File: config.mk
export PLATFORM = sky130hd
export DESIGN_NAME = lifo_stack_interpreter_ops_flat
export DESIGN_NICKNAME = d
export VERILOG_FILES = /design/src/rtl/core/lsi_pkg.sv /design/src/rtl/core/lsi_if.sv /design/src/rtl/core/lsi_ram.sv /design/src/rtl/core/lsi_front.sv /design/src/rtl/core/lsi_back.sv /design/src/rtl/core/lifo_stack_interpreter_ops.sv /design/src/flat_wrapper.sv
export SDC_FILE = /design/constraint.sdc
export NUM_CORES = 2
export LEC_CHECK = 0
export ABC_AREA = 1
export ABC_CLOCK_PERIOD_IN_PS = 7400
export BUFFER_PORTS_ARGS = -buffer_cell sky130_fd_sc_hd__buf_4
export CELL_PAD_IN_SITES_DETAIL_PLACEMENT = 1
export CELL_PAD_IN_SITES_GLOBAL_PLACEMENT = 1
export CORE_ASPECT_RATIO = 0.7
export CORE_MARGIN = 4
export CORE_UTILIZATION = 23
export DETAILED_ROUTE_END_ITERATION = 7
export GPL_TIMING_DRIVEN = 0
export PLACE_DENSITY_LB_ADDON = 0.1
export RECOVER_POWER = 50
export SETUP_SLACK_MARGIN = 0.02
export SYNTH_ARGS = -nofsm -noshare
export SYNTH_HDL_FRONTEND = slang
export SYNTH_SLANG_ARGS = --single-unit
File: constraint.sdc
create_clock -name clk -period 7.4 [get_ports clk]
set_clock_uncertainty 0.1 [all_clocks]
set_input_delay 1.48 -clock clk [delete_from_list [all_inputs] [get_ports clk]]
set_output_delay 1.48 -clock clk [all_outputs]
set_load 0.02 [all_outputs]
File: src/rtl/core/lsi_pkg.sv
package lsi_pkg;

  // Stack geometry
  localparam int STACK_DEPTH = 64;
  localparam int ADDR_W      = $clog2(STACK_DEPTH);
  localparam int CNT_W       = $clog2(STACK_DEPTH + 1);
  localparam int MIN_SWAP    = 2;
  localparam int DATA_W      = 32;
  localparam int LINE_W      = 32;

  // Request codes as they arrive on the input channel
  localparam logic [2:0] REQ_PUSH = 3'd0;
  localparam logic [2:0] REQ_DUMP = 3'd1;
  localparam logic [2:0] REQ_PEEK = 3'd2;
  localparam logic [2:0] REQ_POP  = 3'd3;
  localparam logic [2:0] REQ_SWAP = 3'd4;

  // Status codes on the result channel
  localparam logic [2:0] ST_OK    = 3'd0;
  localparam logic [2:0] ST_EMPTY = 3'd1;
  localparam logic [2:0] ST_SHORT = 3'd2;
  localparam logic [2:0] ST_FULL  = 3'd3;
  localparam logic [2:0] ST_HALT  = 3'd4;

  // Decoded operation handed from front to back
  typedef enum logic [2:0] {
    OP_PUSH,
    OP_DUMP,
    OP_PEEK,
    OP_POP,
    OP_SWAP,
    OP_NOP
  } op_t;

  typedef struct packed {
    op_t                       op;
    logic signed [DATA_W-1:0]  value;
    logic [LINE_W-1:0]         line;
  } cmd_t;

endpackage

File: src/rtl/core/lsi_if.sv
interface lsi_in_if;
  import lsi_pkg::*;

  logic                      valid;
  logic                      ready;
  logic [2:0]                req_type;
  logic signed [DATA_W-1:0]  push_value;
  logic [LINE_W-1:0]         script_line;

  modport source (output valid, output req_type, output push_value, output script_line,
                  input ready);
  modport sink   (input valid, input req_type, input push_value, input script_line,
                  output ready);
endinterface

interface lsi_out_if;
  import lsi_pkg::*;

  logic                      valid;
  logic                      ready;
  logic signed [DATA_W-1:0]  data;
  logic                      has_data;
  logic [2:0]                status;
  logic [LINE_W-1:0]         error_line;
  logic                      last;

  modport source (output valid, output data, output has_data, output status,
                  output error_line, output last, input ready);
  modport sink   (input valid, input data, input has_data, input status,
                  input error_line, input last, output ready);
endinterface

File: src/rtl/core/lsi_ram.sv
module lsi_ram #(
  parameter int WIDTH = 32,
  parameter int DEPTH = 64,
  localparam int AW   = (DEPTH > 1) ? $clog2(DEPTH) : 1
) (
  input  logic             clk,
  input  logic             wr_en,
  input  logic [AW-1:0]    wr_addr,
  input  logic [WIDTH-1:0] wr_data,
  input  logic             rd_en,
  input  logic [AW-1:0]    rd_addr,
  output logic [WIDTH-1:0] rd_data
);

  logic [WIDTH-1:0] mem [DEPTH];

  // One write port, one registered read port
  always_ff @(posedge clk) begin
    if (wr_en) begin
      mem[wr_addr] <= wr_data;
    end
    if (rd_en) begin
      rd_data <= mem[rd_addr];
    end
  end

endmodule

File: src/rtl/core/lsi_front.sv
module lsi_front (
  input  logic          clk,
  input  logic          rst_n,
  lsi_in_if.sink        in_ch,
  output lsi_pkg::cmd_t cmd,
  output logic          cmd_valid,
  input  logic          cmd_take
);
  import lsi_pkg::*;

  cmd_t       q_r [2];
  logic       wr_ptr_r;
  logic       rd_ptr_r;
  logic [1:0] fill_r;
  cmd_t       dec;
  logic       push_q;
  logic       pop_q;

  // Classify the incoming word
  always_comb begin
    dec.value = in_ch.push_value;
    dec.line  = in_ch.script_line;
    unique case (in_ch.req_type)
      REQ_PUSH: dec.op = OP_PUSH;
      REQ_DUMP: dec.op = OP_DUMP;
      REQ_PEEK: dec.op = OP_PEEK;
      REQ_POP:  dec.op = OP_POP;
      REQ_SWAP: dec.op = OP_SWAP;
      default:  dec.op = OP_NOP;
    endcase
  end

  assign in_ch.ready = (fill_r != 2'd2);
  assign push_q      = in_ch.valid && in_ch.ready;
  assign cmd_valid   = (fill_r != 2'd0);
  assign pop_q       = cmd_valid && cmd_take;
  assign cmd         = q_r[rd_ptr_r];

  // Two-entry command queue
  always_ff @(posedge clk) begin
    if (!rst_n) begin
      wr_ptr_r <= 1'b0;
      rd_ptr_r <= 1'b0;
      fill_r   <= 2'd0;
    end else begin
      if (push_q) begin
        q_r[wr_ptr_r] <= dec;
        wr_ptr_r      <= ~wr_ptr_r;
      end
      if (pop_q) begin
        rd_ptr_r <= ~rd_ptr_r;
      end
      unique case ({push_q, pop_q})
        2'b10:   fill_r <= fill_r + 2'd1;
        2'b01:   fill_r <= fill_r - 2'd1;
        default: fill_r <= fill_r;
      endcase
    end
  end

endmodule

File: src/rtl/core/lsi_back.sv
module lsi_back (
  input  logic          clk,
  input  logic          rst_n,
  input  lsi_pkg::cmd_t cmd,
  input  logic          cmd_valid,
  output logic          cmd_take,
  lsi_out_if.source     out_ch
);
  import lsi_pkg::*;

  typedef enum logic [2:0] {
    S_IDLE,
    S_PEEK,
    S_DUMP,
    S_SWAP1,
    S_SWAP2,
    S_SWAP3
  } state_t;

  state_t                    state_r;
  state_t                    state_nxt;
  logic [CNT_W-1:0]          count_r;
  logic [CNT_W-1:0]          count_nxt;
  logic                      halted_r;
  logic                      halted_nxt;
  logic [ADDR_W-1:0]         idx_r;
  logic [ADDR_W-1:0]         idx_nxt;
  logic [DATA_W-1:0]         tmp_r;
  logic [DATA_W-1:0]         tmp_nxt;

  logic                      out_v_r;
  logic                      out_v_nxt;
  logic signed [DATA_W-1:0]  data_r;
  logic signed [DATA_W-1:0]  data_nxt;
  logic                      has_r;
  logic                      has_nxt;
  logic [2:0]                status_r;
  logic [2:0]                status_nxt;
  logic [LINE_W-1:0]         eline_r;
  logic [LINE_W-1:0]         eline_nxt;
  logic                      last_r;
  logic                      last_nxt;

  logic                      out_free;
  logic                      full;
  logic                      empty;
  logic                      short;
  logic [CNT_W-1:0]          count_m1;
  logic [ADDR_W-1:0]         top_addr;
  logic [ADDR_W-1:0]         below_addr;

  logic                      ram_we;
  logic [ADDR_W-1:0]         ram_waddr;
  logic [DATA_W-1:0]         ram_wdata;
  logic                      ram_re;
  logic [ADDR_W-1:0]         ram_raddr;
  logic [DATA_W-1:0]         ram_rdata;

  assign out_free   = !out_v_r || out_ch.ready;
  assign full       = (count_r >= CNT_W'(STACK_DEPTH));
  assign empty      = (count_r == '0);
  assign short      = (count_r < CNT_W'(MIN_SWAP));
  assign count_m1   = count_r - CNT_W'(1);
  assign top_addr   = count_m1[ADDR_W-1:0];
  assign below_addr = top_addr - ADDR_W'(1);
  assign cmd_take   = (state_r == S_IDLE) && out_free;

  assign out_ch.valid      = out_v_r;
  assign out_ch.data       = data_r;
  assign out_ch.has_data   = has_r;
  assign out_ch.status     = status_r;
  assign out_ch.error_line = eline_r;
  assign out_ch.last       = last_r;

  // Drive the stack memory ports
  always_comb begin
    ram_we    = 1'b0;
    ram_waddr = top_addr;
    ram_wdata = ram_rdata;
    ram_re    = 1'b0;
    ram_raddr = top_addr;
    unique case (state_r)
      S_IDLE: begin
        if (cmd_valid && out_free && !halted_r) begin
          unique case (cmd.op)
            OP_PUSH: begin
              ram_we    = !full;
              ram_waddr = count_r[ADDR_W-1:0];
              ram_wdata = cmd.value;
            end
            OP_DUMP, OP_PEEK: ram_re = !empty;
            OP_SWAP:          ram_re = !short;
            default: ;
          endcase
        end
      end
      S_DUMP: begin
        ram_re    = out_free && (idx_r != '0);
        ram_raddr = idx_r - ADDR_W'(1);
      end
      S_SWAP1: begin
        ram_re    = 1'b1;
        ram_raddr = below_addr;
      end
      S_SWAP2: begin
        ram_we    = 1'b1;
        ram_waddr = top_addr;
        ram_wdata = ram_rdata;
      end
      S_SWAP3: begin
        ram_we    = out_free;
        ram_waddr = below_addr;
        ram_wdata = tmp_r;
      end
      default: ;
    endcase
  end

  lsi_ram #(
    .WIDTH (DATA_W),
    .DEPTH (STACK_DEPTH)
  ) u_ram (
    .clk     (clk),
    .wr_en   (ram_we),
    .wr_addr (ram_waddr),
    .wr_data (ram_wdata),
    .rd_en   (ram_re),
    .rd_addr (ram_raddr),
    .rd_data (ram_rdata)
  );

  // Sequence commands, update stack state, build the next result word
  always_comb begin
    state_nxt  = state_r;
    count_nxt  = count_r;
    halted_nxt = halted_r;
    idx_nxt    = idx_r;
    tmp_nxt    = tmp_r;
    out_v_nxt  = out_v_r && !out_ch.ready;
    data_nxt   = data_r;
    has_nxt    = has_r;
    status_nxt = status_r;
    eline_nxt  = eline_r;
    last_nxt   = last_r;
    unique case (state_r)
      S_IDLE: begin
        if (cmd_valid && out_free) begin
          // default result: ok, single, no data
          out_v_nxt  = 1'b1;
          data_nxt   = '0;
          has_nxt    = 1'b0;
          status_nxt = ST_OK;
          eline_nxt  = '0;
          last_nxt   = 1'b1;
          if (halted_r) begin
            status_nxt = ST_HALT;
          end else begin
            unique case (cmd.op)
              OP_PUSH: begin
                if (full) begin
                  status_nxt = ST_FULL;
                  eline_nxt  = cmd.line;
                end else begin
                  count_nxt = count_r + CNT_W'(1);
                end
              end
              OP_DUMP: begin
                if (!empty) begin
                  out_v_nxt = 1'b0;
                  idx_nxt   = top_addr;
                  state_nxt = S_DUMP;
                end
              end
              OP_PEEK: begin
                if (empty) begin
                  halted_nxt = 1'b1;
                  status_nxt = ST_EMPTY;
                  eline_nxt  = cmd.line;
                end else begin
                  out_v_nxt = 1'b0;
                  state_nxt = S_PEEK;
                end
              end
              OP_POP: begin
                if (empty) begin
                  halted_nxt = 1'b1;
                  status_nxt = ST_EMPTY;
                  eline_nxt  = cmd.line;
                end else begin
                  count_nxt = count_m1;
                end
              end
              OP_SWAP: begin
                if (short) begin
                  halted_nxt = 1'b1;
                  status_nxt = ST_SHORT;
                  eline_nxt  = cmd.line;
                end else begin
                  out_v_nxt = 1'b0;
                  state_nxt = S_SWAP1;
                end
              end
              default: ;
            endcase
          end
        end
      end
      S_PEEK: begin
        if (out_free) begin
          out_v_nxt  = 1'b1;
          data_nxt   = ram_rdata;
          has_nxt    = 1'b1;
          status_nxt = ST_OK;
          eline_nxt  = '0;
          last_nxt   = 1'b1;
          state_nxt  = S_IDLE;
        end
      end
      S_DUMP: begin
        // emit one entry per word, top first
        if (out_free) begin
          out_v_nxt  = 1'b1;
          data_nxt   = ram_rdata;
          has_nxt    = 1'b1;
          status_nxt = ST_OK;
          eline_nxt  = '0;
          last_nxt   = (idx_r == '0);
          if (idx_r == '0) begin
            state_nxt = S_IDLE;
          end else begin
            idx_nxt = idx_r - ADDR_W'(1);
          end
        end
      end
      S_SWAP1: begin
        tmp_nxt   = ram_rdata;
        state_nxt = S_SWAP2;
      end
      S_SWAP2: begin
        state_nxt = S_SWAP3;
      end
      S_SWAP3: begin
        if (out_free) begin
          out_v_nxt  = 1'b1;
          data_nxt   = '0;
          has_nxt    = 1'b0;
          status_nxt = ST_OK;
          eline_nxt  = '0;
          last_nxt   = 1'b1;
          state_nxt  = S_IDLE;
        end
      end
      default: state_nxt = S_IDLE;
    endcase
  end

  // Hold state and the result register
  always_ff @(posedge clk) begin
    if (!rst_n) begin
      state_r  <= S_IDLE;
      count_r  <= '0;
      halted_r <= 1'b0;
      out_v_r  <= 1'b0;
    end else begin
      state_r  <= state_nxt;
      count_r  <= count_nxt;
      halted_r <= halted_nxt;
      out_v_r  <= out_v_nxt;
    end
    idx_r    <= idx_nxt;
    tmp_r    <= tmp_nxt;
    data_r   <= data_nxt;
    has_r    <= has_nxt;
    status_r <= status_nxt;
    eline_r  <= eline_nxt;
    last_r   <= last_nxt;
  end

endmodule

File: src/rtl/core/lifo_stack_interpreter_ops.sv
// Channel | Dir | Payload                                       | Handshake
// in_ch   | in  | req_type, push_value, script_line             | valid/ready
// out_ch  | out | data, has_data, status, error_line, last      | valid/ready
//
// A word is registered in the two-entry command queue before execution.
// Push, pop, halted and error words need no memory read; peek reads the top
// first; swap makes two reads and two writes on the stack memory; dump gives
// one result per entry. Reset clears the entry count, the halt flag, the
// command queue and the result valid; the stack memory is not cleared.
// While the back stalls on out_ch, the front accepts until the queue is full.
module lifo_stack_interpreter_ops (
  input  logic      clk,
  input  logic      rst_n,
  lsi_in_if.sink    in_ch,
  lsi_out_if.source out_ch
);
  import lsi_pkg::*;

  cmd_t cmd;
  logic cmd_valid;
  logic cmd_take;

  lsi_front u_front (
    .clk       (clk),
    .rst_n     (rst_n),
    .in_ch     (in_ch),
    .cmd       (cmd),
    .cmd_valid (cmd_valid),
    .cmd_take  (cmd_take)
  );

  lsi_back u_back (
    .clk       (clk),
    .rst_n     (rst_n),
    .cmd       (cmd),
    .cmd_valid (cmd_valid),
    .cmd_take  (cmd_take),
    .out_ch    (out_ch)
  );

endmodule

File: src/flat_wrapper.sv
// flat-port wrapper written by rule: the top's interface ports become plain ports
module lifo_stack_interpreter_ops_flat import lsi_pkg::*;
  (clk, rst_n, in_ch_valid, in_ch_req_type, in_ch_push_value, in_ch_script_line, in_ch_ready, out_ch_valid, out_ch_data, out_ch_has_data, out_ch_status, out_ch_error_line, out_ch_last, out_ch_ready);
  lsi_in_if in_ch_i ();
  lsi_out_if out_ch_i ();
  input  logic clk;
  input  logic rst_n;
  input wire logic [$bits(in_ch_i.valid)-1:0] in_ch_valid;
  input wire logic [$bits(in_ch_i.req_type)-1:0] in_ch_req_type;
  input wire logic [$bits(in_ch_i.push_value)-1:0] in_ch_push_value;
  input wire logic [$bits(in_ch_i.script_line)-1:0] in_ch_script_line;
  output wire logic [$bits(in_ch_i.ready)-1:0] in_ch_ready;
  output wire logic [$bits(out_ch_i.valid)-1:0] out_ch_valid;
  output wire logic [$bits(out_ch_i.data)-1:0] out_ch_data;
  output wire logic [$bits(out_ch_i.has_data)-1:0] out_ch_has_data;
  output wire logic [$bits(out_ch_i.status)-1:0] out_ch_status;
  output wire logic [$bits(out_ch_i.error_line)-1:0] out_ch_error_line;
  output wire logic [$bits(out_ch_i.last)-1:0] out_ch_last;
  input wire logic [$bits(out_ch_i.ready)-1:0] out_ch_ready;
  assign in_ch_i.valid = in_ch_valid;
  assign in_ch_i.req_type = in_ch_req_type;
  assign in_ch_i.push_value = in_ch_push_value;
  assign in_ch_i.script_line = in_ch_script_line;
  assign in_ch_ready = in_ch_i.ready;
  assign out_ch_valid = out_ch_i.valid;
  assign out_ch_data = out_ch_i.data;
  assign out_ch_has_data = out_ch_i.has_data;
  assign out_ch_status = out_ch_i.status;
  assign out_ch_error_line = out_ch_i.error_line;
  assign out_ch_last = out_ch_i.last;
  assign out_ch_i.ready = out_ch_ready;
  lifo_stack_interpreter_ops u_core (.clk(clk), .rst_n(rst_n), .in_ch(in_ch_i), .out_ch(out_ch_i));
endmodule
== Word level (Yosys, flattened, before mapping) ==
Memory sizes are Yosys's and may differ from the RTL's. A register that Yosys moved wholly into a read port is not among the register bits.
Cells that the tools add are included.

* Register bits after elaboration: 123
* Memory bits (writable): 2182
* Input bits: 71
* Output and inout port bits: 71
* Word-level logic and storage cells: 175
* Memories kept: 2

* Add/subtract/negate cells: 6
* $lt $le $gt $ge: 2
* Equal/unequal tests: 33
* Mux-type cells: 76
* Bitwise operators: 3
* Reductions and logical operators: 39

{| class="wikitable"
|+ Memory list
! memory !! depth !! bits a word !! read ports !! clocked after memory_dff !! wr ports !! RTL line !! RTL
|-
| u_core.u_back.u_ram.mem || 64 || 32 || 1 || 1 || 1 || lsi_ram.sv:15 || <nowiki>logic [WIDTH-1:0] mem [DEPTH];</nowiki>
|-
| u_core.u_front.q_r || 2 || 67 || 1 || 1 || 1 || lsi_front.sv:11 || <nowiki>cmd_t q_r [2];</nowiki>
|}

{| class="wikitable"
|+ Operator list
! kind !! count
|-
| 2-to-1 mux 32 bit || 10
|-
| one-hot mux 32 bit (3 select lines) || 2
|-
| one-hot mux 32 bit (2 select lines) || 2
|-
| 2-to-1 mux 6 bit || 8
|-
| one-hot mux 6 bit (2 select lines) || 3
|-
| 2-to-1 mux 3 bit || 10
|-
| one-hot mux 3 bit (5 select lines) || 2
|-
| 2-to-1 mux 1 bit || 22
|-
| == test 3 x 2 -> 1 bit, second input constant || 6
|-
| != test 2 bit, second input constant || 9
|-
| 2-to-1 mux 7 bit || 2
|-
| one-hot mux 7 bit (2 select lines) || 1
|-
| == test 3 bit, second input constant || 4
|-
| one-hot mux 1 bit (3 select lines) || 4
|-
| subtractor 6 x 1 -> 6 bit, second input constant || 2
|-
| != test 2 x 1 -> 1 bit, second input constant || 5
|-
| nonzero test 2 bit || 5
|-
| == test 3 x 1 -> 1 bit, second input constant || 3
|-
| logical NOT 3 bit || 3
|-
| != test 3 bit, second input constant || 3
|-
| one-hot mux 3 bit (3 select lines) || 1
|-
| AND reduction 9 bit || 1
|-
| one-hot mux 1 bit (2 select lines) || 4
|-
| AND reduction 4 bit || 2
|-
| 27 further kinds || 45
|}

== Depth between registers and ports, before layout ==
* Depth in word-level cells: 8
* Depth in mapped cells: 19
* Gate-level depth less buffers: 16

== Hierarchy ==
From an unflattened synthesis, not the netlist that was laid out.

* Cell total of the unflattened synthesis: 7677
* Area total of the unflattened synthesis: 94236.6 um^2

{| class="wikitable"
|+ Modules (own cells, without submodules)
! module !! times used !! cells each !! area each (um^2) !! sequential area each (um^2)
|-
| lsi_ram || 1 || 6785 || 83106.0 || 62459.9
|-
| lsi_back || 1 || 643 || 5921.9 || 3453.3
|-
| lsi_front || 1 || 249 || 5208.7 || 4124.0
|}

== Worst setup path after synthesis ==
No wires, ideal clock.

* Path kind: in2reg
* Start point: input out_ch_ready
* End point: memory u_core.u_back.u_ram.mem[0][21], data pin
* Setup time: 1.008 ns
* Data arrival time: 6.459 ns
* Required time: 6.292 ns
* Setup slack: -0.167 ns
* Stages on the path: 7
* Buffers on the path: 1
* Path through: nor2_2 > a21oi_1 > nand2_1 > nor2_1 > nand2_2 > clkbuf_1 > o311ai_0

* Longest elaborated chain between the ends: 5

{| class="wikitable"
|+ RTL lines
! element !! RTL line !! RTL
|-
| from (decl) || flat_wrapper.sv:19 || <nowiki>input wire logic [$bits(out_ch_i.ready)-1:0] out_ch_ready;</nowiki>
|-
| logical OR 1 bit || lsi_back.sv:59 || <nowiki>assign out_free = !out_v_r || out_ch.ready;</nowiki>
|-
| logical AND 1 bit (2 in series) || lsi_back.sv:84 || <nowiki>if (cmd_valid && out_free && !halted_r) begin</nowiki>
|-
| 2-to-1 mux 32 bit || lsi_back.sv:84 ||
|-
| one-hot mux 32 bit (2 select lines) || lsi_back.sv:82 || <nowiki>unique case (state_r)</nowiki>
|-
| via u_core.u_back.ram_wdata[21] || lsi_back.sv:54 || <nowiki>logic [DATA_W-1:0] ram_wdata;</nowiki>
|-
| to (decl) || lsi_ram.sv:15 ||
|}

The timed path passes the listed nets, and every way through them passes these cells.

== Worst setup path in the final report ==
* Start point: input out_ch_ready
* End point: memory u_core.u_back.u_ram.mem[28][30], data pin

Same word-level chain as after synthesis.

==> summary.txt <==
Global routing
  – First-pass GRT wire length: 660000 microns
  – Vias in the first global route: 73900
  – Total congestion overflow: 0
  – Gr usage total: 21.3%
  – Largest net degree at the start of global routing: 39
  – Initial antenna violation count: 87

Synth
  – Syn. warnings: 0
  – Register area share after synthesis: 69.0%
  – Mapped Nets: 9415
  – Async SR Flop Fraction: 0%
  – Synthesized netlist cell count: 9337
  – Syn Area/Cell: 10.9 sq um
  – Post-synth EDFFs: 2321
  – Ys flop type: edfxtp_1
  – Synth Register Bits: 2338
  – Yosys cell types: 45
  – Mapped Area: 102000 sq um

Clock network
  – CTS root buf: clkbuf_16
  – Clock latency on the worst-skew pair: 890 ps
  – H-tree levels: 5
  – Clock Path Buffers: 4
  – CTS Buf Count: 272
  – CTS resizes: 0
  – Post-CTS Setup Repair Bufs: 0
  – CTS clk-pin slew, worst paths: 60 ps
  – CTS Hold Bufs: 0
  – CTS sink cnt: 2338
  – CTS tree: yes

Die
  – Core area: 438000 sq um
  – Row count: 203
  – Initial Utilization: 23.2%
  – Die H: 564 microns
  – Total Die Area: 452000 sq um
  – Chip width: 802 microns
  – # IOs: 142

Layout
  – Share of cells above drive strength 1: 9.77%
  – Post-layout util: 27.8%
  – Fin cells: 16200
  – Final instance area: 122000 sq um
  – Final nets: 10200
  – Area Growth Syn to Fin: 20.0%

Critical path
  – Critical Path Most Common Cell: nand2_1
  – Critical Path Fanout Max: 19
  – Slowest cell on crit path: o221ai_1
  – R2R depth: 14
  – Worst setup path category: in2reg
  – Worst Path Required: 7780 ps
  – Crit path depth: 10
  – Max incr delay on CP: 1410 ps
  – CP Launch Type: input port
  – Crit path max-delay family: buffers and inverters
  – Endpoint type of the worst setup path: flop
  – Critical-path cell list: clkbuf_4 -> nor2_1 -> a21oi_1 -> nand2_1 -> nor2_1 -> nand2_1 -> nand2_1 -> o221ai_1 -> clkbuf_1 -> clkbuf_1
  – Crit path buf inv count: 3
  – Worst EP arrival: 7160 ps

Placed design
  – Placed cell count: 15700
  – PortBufs: 141
  – Placer Congestion: 0.848
  – Post-Place Cell Area: 116000 sq um
  – Detail Placement HPWL: 375000 microns

STA
  – Fin crit share: 91.6%
  – Max-slew violation count: 313
  – Min cycle time layout: 6780 ps
  – Slew Limit Headroom: -68.5%
  – Final hold violation count: 0
  – Fmax: 148 MHz
  – RSZ-0062 raised after global routing: no
  – Worst slew pin tran: 2500 ps
  – Final setup violation count: 0

Drt
  – Vias: 75400
  – WL per Instance: 30.6 microns
  – Antenna viol nets, final: 0
  – DRC violations left: 0
  – Final wirelength: 495000 microns
  – Via density: 4.66
  – DRT iter0 DRCs: 8173
  – DRT Pass-1 Iters: 6

Status
  – Status: finished, violations left
  – Violated checks: capacitance limit, slew limit

Worst hold path
  – Hold Path Depth: 2
  – Hold Path Class: reg2reg

Job
  – Max_cap viols: 31
[area by class of cell]
cell class	count	area, sq um
Antenna cell	34	85.1
Clock inverter	104	947
Multi-Input combinational cell	4724	22700
Inverter	1739	6530
Timing Repair Buffer	504	4330
Buffer	536	2560
Fill cell	48900	316000
Sequential cell	2338	70000
Clock buffer	357	7320
Tap cell	5842	7310
[state kept, by name (all words and copies together), names as in the netlist, 2 cells and up, named ones only]
name	count
u_core.u_back.u_ram.mem	2048
u_core.u_back.state_r	3
u_core.u_back.idx_r	6
u_core.u_back.out_ch.data	32
u_core.u_back.count_r	7
u_core.u_back.out_ch.error_line	32
u_core.u_back.u_ram.rd_data	32
u_core.u_front.fill_r	2
u_core.u_back.tmp_r	32
u_core.u_front.q_r	134
u_core.u_back.out_ch.status	3
[kinds of logic (layout without fill, tap and decap cells)]
family          Yosys count  after routing  share of synthesized area, %
buf+inv                2275           3240                          8.95
other cells               0             34                             0
simple gates           4571           4571                          20.9
mux                       1              1                       0.00986
compound gates          138            138                         0.947
fa+ha+maj                 7              7                        0.0863
flops                  2338           2338                          69.0
xor+xnor                  7              7                        0.0604
[worst min-delay path: cells and delay by family, from the launching register on]
kind / cells / cell delay, ps
DFF: 1 / 310
and+or+nand+nor: 1 / 70
AOI/OAI and AO/OA: 1 / 60
[final timing paths]
path                                 start  slack, ps                              end
hold reg to reg    u_core.u_front.wr_ptr_r        390          u_core.u_front.wr_ptr_r
hold / removal     u_core.u_front.wr_ptr_r        390          u_core.u_front.wr_ptr_r
setup reg to reg  u_core.u_back.state_r[0]        900  u_core.u_back.u_ram.rd_data[29]
setup / recovery              out_ch_ready        620  u_core.u_back.u_ram.mem[28][30]
[metrics by stage]
step | TNS, ps | hold slack [ps] | setup slack (ps)
6_report | 0 | 386 | 623
5_1_grt | 0 | 412 | 585
4_1_cts | 0 | 395 | 1360
3_5_place_dp | 0 | 381 | 1210
3_3_place_gp | - | 350 | -17460
2_1_floorplan | -297320 | 326 | -167
[layer usage]
layer | track usage [%] | vias up | wire, microns
li1 | - | 32800 | -
met1 | 34.0 | 39600 | 253000
met2 | 29.8 | 2493 | 196000
met3 | 3.26 | 500 | 33800
met4 | 4.27 | 6 | 12200
met5 | 0 | - | 34
[layout by cell type (no fill, tap or decap), drive strengths merged, types with 28 or more instances in the layout]
cell,n
o311ai,31
or2,33
clkbuf,838
nand3b,321
buf,557
inv,1747
clkinv,75
o211ai,35
nand2,1828
edfxtp,2321
nand3,2175
diode,34
o21ai,28
nor2,202
[synth_stat cells, types with 25 or more instances]
cell type | count | area share, %
buf_2 | 343 | 1.7
buf_4 | 32 | 0.24
clkbuf_1 | 137 | 0.51
edfxtp_1 | 2321 | 69
inv_1 | 1727 | 6.4
nand2_1 | 1823 | 6.7
nand3_1 | 2171 | 11
nand3b_1 | 321 | 2.4
nor2_1 | 198 | 0.73
o211ai_1 | 35 | 0.26
o21ai_0 | 25 | 0.12
o311ai_0 | 31 | 0.27
or2_2 | 33 | 0.20
Power is left out: the tool's default activity adds up to more than one toggle a clock period on the data nets, which glitch-free logic cannot reach.
